## src/hdl/bcsv_pkg.sv

```systemverilog
// shared types and constants for the braced csv integer frame parser
// no dependencies; imported by the channel interfaces and every module
package bcsv_pkg;

   localparam int unsigned VAL_W      = 32;
   localparam int unsigned OUT_FIELDS = 4;

   // characters
   localparam logic [7:0] CHR_LBRACE = 8'h7B;
   localparam logic [7:0] CHR_RBRACE = 8'h7D;
   localparam logic [7:0] CHR_COMMA  = 8'h2C;
   localparam logic [7:0] CHR_PLUS   = 8'h2B;
   localparam logic [7:0] CHR_MINUS  = 8'h2D;
   localparam logic [7:0] CHR_ZERO   = 8'h30;
   localparam logic [7:0] CHR_NINE   = 8'h39;
   localparam logic [7:0] CHR_SPACE  = 8'h20;
   localparam logic [7:0] CHR_TAB    = 8'h09;
   localparam logic [7:0] CHR_CR     = 8'h0D;

   // number parse phases
   localparam logic [1:0] PH_LEAD   = 2'd0;
   localparam logic [1:0] PH_DIGITS = 2'd1;
   localparam logic [1:0] PH_STOP   = 2'd2;

   localparam logic [VAL_W-1:0] MAG_CAP = 32'h8000_0000;
   localparam logic [VAL_W-1:0] POS_MAX = 32'h7FFF_FFFF;

   typedef struct packed {
      logic [VAL_W-1:0] acc;   // magnitude, never above MAG_CAP
      logic [1:0]       phase;
      logic             neg;
   } num_state_type;

   localparam num_state_type NUM_CLEAR = '{acc: '0, phase: PH_LEAD, neg: 1'b0};

endpackage

```

## src/hdl/bcsv_chan_if.sv

```systemverilog
// valid/ready channel interfaces for the request and response words
// depends on bcsv_pkg
interface bcsv_req_if;
   import bcsv_pkg::*;
   logic       valid;
   logic       ready;
   logic [7:0] rx_byte;
   logic       buffer_end;
   modport source (output valid, rx_byte, buffer_end, input ready);
   modport sink   (input valid, rx_byte, buffer_end, output ready);
endinterface

interface bcsv_rsp_if;
   import bcsv_pkg::*;
   logic                    valid;
   logic                    ready;
   logic signed [VAL_W-1:0] right_encoder;
   logic signed [VAL_W-1:0] left_encoder;
   logic signed [VAL_W-1:0] lift_position;
   logic signed [VAL_W-1:0] claw_position;
   logic                    frame_found;
   modport source (output valid, right_encoder, left_encoder, lift_position,
                   claw_position, frame_found, input ready);
   modport sink   (input valid, right_encoder, left_encoder, lift_position,
                   claw_position, frame_found, output ready);
endinterface

```

## src/hdl/bcsv_num_step.sv

```systemverilog
// one character step of the atoi style number parser, plus the saturated
// signed value of the field as it stands; depends on bcsv_pkg
module bcsv_num_step (
   input  bcsv_pkg::num_state_type cur,
   input  logic [7:0]              chr,
   output bcsv_pkg::num_state_type nxt,
   output logic [bcsv_pkg::VAL_W-1:0] field_val
);
   import bcsv_pkg::*;

   logic            is_digit;
   logic            is_blank;
   logic [VAL_W+3:0] acc10;

   assign is_digit = chr inside {[CHR_ZERO:CHR_NINE]};
   assign is_blank = (chr == CHR_SPACE) || (chr inside {[CHR_TAB:CHR_CR]});

   // acc * 10 + digit
   assign acc10 = {1'b0, cur.acc, 3'b000} + {3'b000, cur.acc, 1'b0}
                + {(VAL_W+4)'(chr[3:0])};

   always_comb begin
      logic take_digit;
      nxt        = cur;
      take_digit = 1'b0;
      case (cur.phase)
         PH_LEAD: begin
            if (is_blank) begin
               nxt = cur;
            end else if (chr == CHR_PLUS) begin
               nxt.phase = PH_DIGITS;
            end else if (chr == CHR_MINUS) begin
               nxt.phase = PH_DIGITS;
               nxt.neg   = 1'b1;
            end else begin
               take_digit = 1'b1;
            end
         end
         PH_DIGITS: begin
            take_digit = 1'b1;
         end
         default: begin
            nxt = cur;
         end
      endcase
      if (take_digit) begin
         if (is_digit) begin
            nxt.phase = PH_DIGITS;
            if (acc10 > {4'b0000, MAG_CAP}) begin
               nxt.acc = MAG_CAP;
            end else begin
               nxt.acc = acc10[VAL_W-1:0];
            end
         end else begin
            nxt.phase = PH_STOP;
         end
      end
   end

   // magnitude tops out at MAG_CAP, so bit 31 alone flags overflow when positive
   assign field_val = cur.neg     ? (VAL_W)'({VAL_W{1'b0}} - cur.acc) :
                      cur.acc[VAL_W-1] ? POS_MAX : cur.acc;

endmodule

```

## src/hdl/braced_csv_integer_frame_parser.sv

```systemverilog
// braced csv integer frame parser top level; depends on bcsv_pkg, bcsv_chan_if, bcsv_num_step
// one request word per cycle sustained, but for the stall below; each word passes the input register, and
// the response for a buffer_end word is then registered in the response register
// a buffer_end word stalls the input only while the response register is full and not taken
// synchronous active high reset clears held values to zero and all frame state but the staged and closed values
module braced_csv_integer_frame_parser #(
   parameter int unsigned FIELD_COUNT = 4
) (
   input  logic     clock,
   input  logic     reset,
   bcsv_req_if.sink   req_ch,
   bcsv_rsp_if.source rsp_ch
);
   import bcsv_pkg::*;

   localparam int unsigned PW = $clog2(FIELD_COUNT + 1);

   // input register
   logic       in_vld_ff;
   logic [7:0] in_byte_ff;
   logic       in_end_ff;
   logic       adv;

   // frame state
   logic [VAL_W-1:0]       staged_ff [FIELD_COUNT];
   logic [VAL_W-1:0]       staged_in [FIELD_COUNT];
   logic [VAL_W-1:0]       closed_ff [FIELD_COUNT];
   logic [VAL_W-1:0]       closed_in [FIELD_COUNT];
   logic [VAL_W-1:0]       held_ff   [FIELD_COUNT];
   logic [VAL_W-1:0]       held_in   [FIELD_COUNT];
   logic [FIELD_COUNT-1:0] mask_ff, mask_in;
   logic [FIELD_COUNT-1:0] closed_mask_ff, closed_mask_in;
   logic [PW-1:0]          pos_ff, pos_in;
   logic                   inside_ff, inside_in;
   logic                   after_comma_ff, after_comma_in;
   logic                   found_ff, found_in;
   num_state_type          num_ff, num_in, num_fed;
   logic [VAL_W-1:0]       field_val;
   logic                   finish;

   // response register
   logic             out_vld_ff;
   logic [VAL_W-1:0] out_val_ff [OUT_FIELDS];
   logic             out_found_ff;

   bcsv_num_step u_num (
      .cur       (num_ff),
      .chr       (in_byte_ff),
      .nxt       (num_fed),
      .field_val (field_val)
   );

   assign adv          = in_vld_ff && (!in_end_ff || !out_vld_ff || rsp_ch.ready);
   assign req_ch.ready = !in_vld_ff || adv;

   always_ff @(posedge clock) begin
      if (reset) begin
         in_vld_ff <= 1'b0;
      end else if (req_ch.valid && req_ch.ready) begin
         in_vld_ff <= 1'b1;
      end else if (adv) begin
         in_vld_ff <= 1'b0;
      end
      if (req_ch.valid && req_ch.ready) begin
         in_byte_ff <= req_ch.rx_byte;
         in_end_ff  <= req_ch.buffer_end;
      end
   end

   always_comb begin
      staged_in      = staged_ff;
      closed_in      = closed_ff;
      held_in        = held_ff;
      mask_in        = mask_ff;
      closed_mask_in = closed_mask_ff;
      pos_in         = pos_ff;
      inside_in      = inside_ff;
      after_comma_in = after_comma_ff;
      found_in       = found_ff;
      num_in         = num_ff;
      finish         = 1'b0;

      if (in_byte_ff == CHR_LBRACE) begin
         inside_in      = 1'b1;
         mask_in        = '0;
         pos_in         = '0;
         after_comma_in = 1'b1;
         num_in         = NUM_CLEAR;
      end else if (in_byte_ff == CHR_RBRACE) begin
         if (inside_ff) begin
            finish = !after_comma_ff;
         end
      end else if (inside_ff) begin
         if (in_byte_ff == CHR_COMMA) begin
            finish         = 1'b1;
            after_comma_in = 1'b1;
         end else begin
            after_comma_in = 1'b0;
            num_in         = num_fed;
         end
      end

      if (finish) begin
         for (int k = 0; k < FIELD_COUNT; k++) begin
            if (pos_ff == PW'(k)) begin
               staged_in[k] = field_val;
               mask_in[k]   = 1'b1;
            end
         end
         if (pos_ff < PW'(FIELD_COUNT)) begin
            pos_in = pos_ff + PW'(1);
         end
         num_in = NUM_CLEAR;
      end

      // closing brace snapshots the frame including the field it just ended
      if (in_byte_ff == CHR_RBRACE && inside_ff) begin
         closed_in      = staged_in;
         closed_mask_in = mask_in;
         found_in       = 1'b1;
         inside_in      = 1'b0;
      end

      if (in_end_ff) begin
         for (int k = 0; k < FIELD_COUNT; k++) begin
            if (closed_mask_in[k]) begin
               held_in[k] = closed_in[k];
            end
         end
      end
   end

   always_ff @(posedge clock) begin
      if (reset) begin
         mask_ff        <= '0;
         closed_mask_ff <= '0;
         pos_ff         <= '0;
         inside_ff      <= 1'b0;
         after_comma_ff <= 1'b0;
         found_ff       <= 1'b0;
         num_ff         <= NUM_CLEAR;
         for (int k = 0; k < FIELD_COUNT; k++) begin
            held_ff[k] <= '0;
         end
      end else if (adv) begin
         held_ff <= held_in;
         if (in_end_ff) begin
            mask_ff        <= '0;
            closed_mask_ff <= '0;
            pos_ff         <= '0;
            inside_ff      <= 1'b0;
            after_comma_ff <= 1'b0;
            found_ff       <= 1'b0;
            num_ff         <= NUM_CLEAR;
         end else begin
            mask_ff        <= mask_in;
            closed_mask_ff <= closed_mask_in;
            pos_ff         <= pos_in;
            inside_ff      <= inside_in;
            after_comma_ff <= after_comma_in;
            found_ff       <= found_in;
            num_ff         <= num_in;
         end
      end
      if (adv) begin
         staged_ff <= staged_in;
         closed_ff <= closed_in;
      end
   end

   // response register
   always_ff @(posedge clock) begin
      if (reset) begin
         out_vld_ff <= 1'b0;
      end else if (adv && in_end_ff) begin
         out_vld_ff <= 1'b1;
      end else if (rsp_ch.ready) begin
         out_vld_ff <= 1'b0;
      end
      if (adv && in_end_ff) begin
         for (int k = 0; k < OUT_FIELDS; k++) begin
            // slots beyond the field count are written with zero
            out_val_ff[k] <= (k < FIELD_COUNT) ? held_in[k] : '0;
         end
         out_found_ff <= found_in;
      end
   end

   assign rsp_ch.valid         = out_vld_ff;
   assign rsp_ch.right_encoder = out_val_ff[0];
   assign rsp_ch.left_encoder  = out_val_ff[1];
   assign rsp_ch.lift_position = out_val_ff[2];
   assign rsp_ch.claw_position = out_val_ff[3];
   assign rsp_ch.frame_found   = out_found_ff;

   // staged fields always fill from slot zero upward
   a_mask_pos: assert property (@(posedge clock) disable iff (reset)
      $countones(mask_ff) == int'(pos_ff))
      else $error("staged mask does not match field position");

   a_pos_range: assert property (@(posedge clock) disable iff (reset)
      pos_ff <= PW'(FIELD_COUNT))
      else $error("field position beyond field count");

   a_rsp_source: assert property (@(posedge clock) disable iff (reset)
      $rose(out_vld_ff) |-> $past(adv && in_end_ff))
      else $error("response raised without a buffer end word");

   a_end_clears: assert property (@(posedge clock) disable iff (reset)
      adv && in_end_ff |=> !inside_ff && !found_ff && mask_ff == '0)
      else $error("frame state not cleared after buffer end");

endmodule
```

## src/flat_wrapper.sv

```systemverilog
// flat-port wrapper written by rule: the top's interface ports become plain ports
module braced_csv_integer_frame_parser_flat import bcsv_pkg::*;
#(
   parameter int unsigned FIELD_COUNT = 4
)
  (clock, reset, req_ch_valid, req_ch_rx_byte, req_ch_buffer_end, req_ch_ready, rsp_ch_valid, rsp_ch_right_encoder, rsp_ch_left_encoder, rsp_ch_lift_position, rsp_ch_claw_position, rsp_ch_frame_found, rsp_ch_ready);
  bcsv_req_if req_ch_i ();
  bcsv_rsp_if rsp_ch_i ();
  input  logic clock;
  input  logic reset;
  input wire logic [$bits(req_ch_i.valid)-1:0] req_ch_valid;
  input wire logic [$bits(req_ch_i.rx_byte)-1:0] req_ch_rx_byte;
  input wire logic [$bits(req_ch_i.buffer_end)-1:0] req_ch_buffer_end;
  output wire logic [$bits(req_ch_i.ready)-1:0] req_ch_ready;
  output wire logic [$bits(rsp_ch_i.valid)-1:0] rsp_ch_valid;
  output wire logic [$bits(rsp_ch_i.right_encoder)-1:0] rsp_ch_right_encoder;
  output wire logic [$bits(rsp_ch_i.left_encoder)-1:0] rsp_ch_left_encoder;
  output wire logic [$bits(rsp_ch_i.lift_position)-1:0] rsp_ch_lift_position;
  output wire logic [$bits(rsp_ch_i.claw_position)-1:0] rsp_ch_claw_position;
  output wire logic [$bits(rsp_ch_i.frame_found)-1:0] rsp_ch_frame_found;
  input wire logic [$bits(rsp_ch_i.ready)-1:0] rsp_ch_ready;
  assign req_ch_i.valid = req_ch_valid;
  assign req_ch_i.rx_byte = req_ch_rx_byte;
  assign req_ch_i.buffer_end = req_ch_buffer_end;
  assign req_ch_ready = req_ch_i.ready;
  assign rsp_ch_valid = rsp_ch_i.valid;
  assign rsp_ch_right_encoder = rsp_ch_i.right_encoder;
  assign rsp_ch_left_encoder = rsp_ch_i.left_encoder;
  assign rsp_ch_lift_position = rsp_ch_i.lift_position;
  assign rsp_ch_claw_position = rsp_ch_i.claw_position;
  assign rsp_ch_frame_found = rsp_ch_i.frame_found;
  assign rsp_ch_i.ready = rsp_ch_ready;
  braced_csv_integer_frame_parser #(.FIELD_COUNT(FIELD_COUNT)) u_core (.clock(clock), .reset(reset), .req_ch(req_ch_i), .rsp_ch(rsp_ch_i));
endmodule
```

## config.mk

```make
export PLATFORM = sky130hd
export DESIGN_NAME = braced_csv_integer_frame_parser_flat
export DESIGN_NICKNAME = d
export VERILOG_FILES = /design/src/hdl/bcsv_pkg.sv /design/src/hdl/bcsv_chan_if.sv /design/src/hdl/bcsv_num_step.sv /design/src/hdl/braced_csv_integer_frame_parser.sv /design/src/flat_wrapper.sv
export SDC_FILE = /design/constraint.sdc
export NUM_CORES = 1
export LEC_CHECK = 0
export BUFFER_PORTS_ARGS = -buffer_cell sky130_fd_sc_hd__buf_4
export CAP_MARGIN = 25
export CELL_PAD_IN_SITES_DETAIL_PLACEMENT = 0
export CELL_PAD_IN_SITES_GLOBAL_PLACEMENT = 1
export CORE_ASPECT_RATIO = 0.7
export CORE_MARGIN = 2
export CORE_UTILIZATION = 23
export CTS_BUF_LIST = sky130_fd_sc_hd__clkbuf_4 sky130_fd_sc_hd__clkbuf_8
export CTS_CLUSTER_SIZE = 25
export DETAILED_ROUTE_END_ITERATION = 7
export PLACE_DENSITY_LB_ADDON = 0.1
export SLEW_MARGIN = 20
export SYNTH_ARGS = -nofsm -noshare
export SYNTH_HDL_FRONTEND = slang
export SYNTH_SLANG_ARGS = --single-unit
```

## constraint.sdc

```tcl
create_clock -name clock -period 7.6 [get_ports clock]
set_input_delay 0.38 -clock clock [delete_from_list [all_inputs] [get_ports clock]]
set_output_delay 0.38 -clock clock [all_outputs]
set_load 0.01 [all_outputs]
```

---- After elaboration in Yosys (flattened, before gate mapping) ----
Memories as Yosys holds them, arrays and structs flattened.
Cells that the tools add are included.
word-level totals
  memories kept ........................... 1
  bits in writable memories ............... 128
  bits in registers ....................... 445
operators by class
  equality and inequality tests ........... 16
  reduce and logical (&&, ||, !) cells .... 30
  $lt $le $gt $ge ......................... 6
  add/subtract/negate cells ............... 4
  mux-type cells .......................... 65
memories
  name               words  width  rd ports  clocked after Yosys merged registers in  write ports  RTL line                               RTL
  u_core.out_val_ff  4      32     4         0                                        4            braced_csv_integer_frame_parser.sv:43  logic [VAL_W-1:0] out_val_ff [OUT_FIELDS];
operator list
  operator                                                                              count
  128-bit two-way mux                                                                   3
  32-bit two-way mux                                                                    11
  35-bit two-way mux                                                                    6
  35-bit by 33-bit adder with 36-bit output                                             1
  36-bit by 4-bit adder with 36-bit output                                              1
  36-bit by 32-bit greater-than comparator with 1-bit output (second input constant)    1
  34-bit two-way mux                                                                    1
  8-bit by 6-bit == test with 1-bit output (second input constant)                      4
  1-bit by 32-bit subtractor with 32-bit output (first input constant)                  1
  31-bit two-way mux                                                                    1
  1-bit two-way mux                                                                     28
  3-bit two-way mux                                                                     7
  4-bit two-way mux                                                                     5
  8-bit by 7-bit == test with 1-bit output (second input constant)                      2
  4-bit by 1-bit != test with 1-bit output (second input constant)                      4
  4-bit nonzero test                                                                    3
  8-bit by 4-bit greater-or-equal comparator with 1-bit output (second input constant)  1
  8-bit by 6-bit greater-or-equal comparator with 1-bit output (second input constant)  1
  8-bit by 4-bit <= comparator with 1-bit output (second input constant)                1
  8-bit by 6-bit <= comparator with 1-bit output (second input constant)                1
  8-bit AND reduction                                                                   1
  7-bit AND reduction                                                                   1
  3-bit by 2-bit == test with 1-bit output (second input constant)                      2
  1-bit logical AND                                                                     6
  19 further kinds                                                                      28

---- Depth between registers and ports, before layout ----
  word-level depth ........................ 12
  gate-level depth with buffers ........... 15
  depth with buffers taken out ............ 13

---- Modules after synthesis ----
From an unflattened synthesis, not the netlist that was laid out.
second synthesis, totals
  cell total of the unflattened synthesis .. 2430
  area total of the unflattened synthesis .. 27735.4 µm²
modules (own cells, without submodules)
  module                           area an instance (µm²)  cells each  instances
  braced_csv_integer_frame_parser  24069.3                 1936        1
  bcsv_num_step                    3666.0                  494         1

---- Worst setup path before layout ----
Ideal clock, no wire load.
  path kind ............................... reg-to-reg
  from .................................... register u_core.out_vld_ff, in the netlist u_core.rsp_ch.valid
  to ...................................... register u_core.held_ff[23] in the netlist's numbering
  data required time ...................... 7.514 ns
  cell stages (with the launch flop) ...... 10
  data arrival time ....................... 7.454 ns
  path slack .............................. 0.060 ns
  buffers on the path ..................... 2
  cells stage by stage .................... dfxtp_1 -> nor2b_1 -> nand2_1 -> nand2_1 -> nor2_1 -> and2_1 -> clkbuf_1 -> clkbuf_1 -> nor2_1 -> a211oi_1
between the ends
  longest elaborated chain between the ends .. 4
RTL lines
  what                           RTL line                                RTL
  start: declaration             braced_csv_integer_frame_parser.sv:42   logic out_vld_ff;
  start signal: assignment       braced_csv_integer_frame_parser.sv:174  out_vld_ff <= 1'b0;
  start signal: assignment       braced_csv_integer_frame_parser.sv:176  out_vld_ff <= 1'b1;
  start signal: assignment       braced_csv_integer_frame_parser.sv:178  out_vld_ff <= 1'b0;
  1-bit logical NOT              braced_csv_integer_frame_parser.sv:53   assign adv = in_vld_ff && (!in_end_ff || !out_vld_ff || rsp_ch.ready);
  1-bit logical OR (2 in a row)  braced_csv_integer_frame_parser.sv:53
  1-bit logical AND              braced_csv_integer_frame_parser.sv:53
  end signal: assignment         braced_csv_integer_frame_parser.sv:146  held_ff <= held_in;
  end: declaration               braced_csv_integer_frame_parser.sv:29   logic [VAL_W-1:0] held_ff [FIELD_COUNT];
No other way between the ends.
A chain may end at the register's enable or synchronous reset.

==> run summary <==
status -> completed
Max-slew headroom -> 29.85%
post-route cell area -> 31370 µm²
Ports -> 144
Seq/Total Area, Yosys -> 59.25%
hold slack -> 0.3650 ns
endpoints failing hold -> 0
WHS Path Cells -> 2
H-tree levels -> 3
CTS Hold Bufs -> 14
worst-case reg-to-reg path depth -> 7
Avg Vias per Cell -> 4.455
Register Area -> 15410 µm²
Syn Nets -> 2424
final core utilization -> 27.89%
power per cell area -> 215.4 nW/µm²
Worst Setup End Kind -> flop
post-layout min period -> 4.389 ns
Sw Pwr -> 1.543 mW
Sw Ratio -> 22.84%
CP bufs+invs -> 2
Gate power share -> 2.2%
number of cells on the critical path -> 7
Commonest cells post-synth -> nand2_1, edfxtp_1, o21ai_0
Yosys top cell by area -> edfxtp_1
CP top delay family -> buffers and inverters
Synth Cell Area -> 26020 µm²
dpl cells -> 3910
worst-path fanout max -> 60
DP Area -> 28910 µm²
Total Nets Final -> 2591
Layout Cells excl Fill -> 4124
Port Buffer Count -> 143
GRT Total Usage -> 14.72%
Peak supply drop -> 0.1222 mV
DIE AREA -> 115900 µm²
max_cap viols -> 0
post-CTS resize count -> 0
total CTS buffers -> 103
Synth top area share -> 45.48%
routability congestion estimate -> 0.7883
unrepaired setup endpoints after global routing -> false
vias -> 18372
Critical Path, Cell by Cell -> nand4b_1, nor2_1, and2_4, buf_4, buf_4, mux2_2, mux2_2
period utilization -> 57.76%
Initial Utilization -> 23.12%
internal power -> 5.213 mW
worst-margin pin slew -> 1.052 ns
Slew Viols, Final -> 0
final worst slack -> 3.211 ns
total core area -> 112500 µm²
Async SR Flop Fraction -> 0%
Worst Path Arrival -> 4.90 ns
Mapped Cells -> 2340
Critical Path Start Type -> flop
vias in the first global route -> 18210
final setup vio count -> 0
clock latency on the worst-skew pair -> 0.78 ns
DR iter-0 viols -> 1318
DP HPWL -> 55530 µm
Max clock buf depth -> 3
pre-CTS WS -> 3.022 ns
sequential share of power -> 50.0%
DRT antenna net count -> 0
largest net degree at the start of global routing -> 154
Post-Route WL -> 85920 µm
Avg WL per Cell -> 20.83 µm
Sink Count -> 573
share of layout cells above drive strength 1 -> 21.71%
distinct cell type count after synthesis -> 73
area added between synthesis and finish -> 20.59%
clk_skew -> 0.03116 ns
Fin Setup TNS -> 0 ns
FILL cells -> 11742
synthesized area per cell -> 11.12 µm²
Ys Warns -> 0
WS Path Type -> reg -> reg
Die X -> 406.0 µm
max frequency -> 0.2278 GHz
clock network power share -> 47.8%
CP required -> 8.11 ns
first-pass detailed-route iteration total -> 7
Slowest cell on crit path -> buf_4
max incr delay on CP -> 0.94 ns
Die H -> 285.4 µm
number of synthesized flops with an enable pin -> 394
initial antenna violation count -> 7
top cells by area, synth -> edfxtp_1, dfxtp_1, mux2_2
dominant cell by count in the synthesized netlist -> nand2_1
Worst Hold Class -> in -> reg
clk root buf -> clkbuf_8
Clock transition at path regs -> 0.06 ns
number of synthesized register bits -> 573
CTS tree -> built
first-pass GRT wire length -> 125800 µm
num rows -> 103
overall power -> 6.757 mW
postcts setup bufs -> 0
DRC Markers -> 0
Leak -> 11.33 nW
Top FF cell, synth -> edfxtp_1
Multi-input gate area -> 9953 µm²
remaining global-route overflow -> 0
==> layout by cell type, fill, tap and decap left out, types with 9 or more instances in the layout <==
cell,Yosys,routed
xnor2_1,33,32
o21ai_1,18,18
a21oi_1,147,146
mux2_2,155,155
edfxtp_1,394,394
nand3b_1,14,14
a211oi_1,28,28
o21a_1,17,17
nor2_1,110,108
mux2i_1,31,31
a21o_1,9,9
dfxtp_1,179,179
nand2_1,456,451
o21ai_0,205,205
inv_1,68,67
clkinv_2,0,21
clkbuf_8,0,132
ha_1,69,69
xor2_1,24,24
nor2b_1,12,12
clkbuf_4,0,29
a22o_1,17,17
buf_4,0,177
o22ai_1,25,21
nor3_1,21,21
nand3_1,13,13
a32o_1,19,19
nand2b_1,12,12
or3_1,11,11
dlygate4sd3_1,0,14
and3_1,10,10
==> registers in the layout (all words and copies together), names as in the netlist <==
signal	flops
u_core.closed_ff	128
u_core.held_ff	128
u_core.out_val_ff	128
u_core.staged_ff	128
u_core.num_ff	35
u_core.in_byte_ff	8
u_core.closed_mask_ff	4
u_core.mask_ff	4
u_core.pos_ff	3
u_core.after_comma_ff	1
u_core.found_ff	1
u_core.in_end_ff	1
u_core.in_vld_ff	1
u_core.inside_ff	1
u_core.rsp_ch.frame_found	1
u_core.rsp_ch.valid	1
==> final cells by class <==
type / instances / area share [%]
diodes: 4 / 0.03191
multi-input cells: 1566 / 31.73
clock inverters: 35 / 0.8575
well taps: 1522 / 6.070
flip-flops and latches: 573 / 49.13
clock buffers: 161 / 6.485
repair buffers: 194 / 4.846
inverters: 69 / 0.8495
==> final timing paths <==
path | slack [ns] | to | start
setup / recovery | 3.21 | u_core.out_val_ff[3][20] | u_core.in_byte_ff[1]
hold / removal | 0.36 | u_core.in_byte_ff[3] | req_ch_rx_byte[3]
setup reg to reg | 3.21 | u_core.out_val_ff[3][20] | u_core.in_byte_ff[1]
hold reg to reg | 0.45 | u_core.held_ff[76] | u_core.held_ff[76]
==> kinds of logic (layout without fill, tap and decap cells) <==
logic type,after synthesis,after routing,synth area share (%)
AND/OR/NAND/NOR,704,704,11.75
buffers and inverters,201,459,2.996
adder cells (fa/ha/maj),71,71,3.472
AO/OA/AOI/OAI,545,545,12.53
flip-flops,573,573,59.25
other,0,4,0
multiplexers,189,189,8.075
XOR/XNOR,57,57,1.919
==> layer usage <==
layer / global-route usage, % / vias up / share of wire, %
li1: - / 8838 / -
met1: 21.01 / 9025 / 49
met2: 22.50 / 383 / 44
met3: 3.152 / 124 / 4.6
met4: 3.764 / 2 / 2.1
met5: 0 / - / 0.015
==> power by group through the flow <==
| stage | Sequential [mW] | Combinational, mW | Clock, mW |
|---|---|---|---|
| 3_3_place_gp | 3.44 | 0.150 | 0 |
| 2_1_floorplan | 3.46 | 0.0756 | 0 |
| 4_1_cts | 3.38 | 0.158 | 3.37 |
| 6_report | 3.38 | 0.152 | 3.23 |
| 5_1_grt | 3.38 | 0.168 | 3.50 |
| 3_5_place_dp | 3.44 | 0.152 | 0 |
Note: power is estimated with default switching activity, not from simulation.
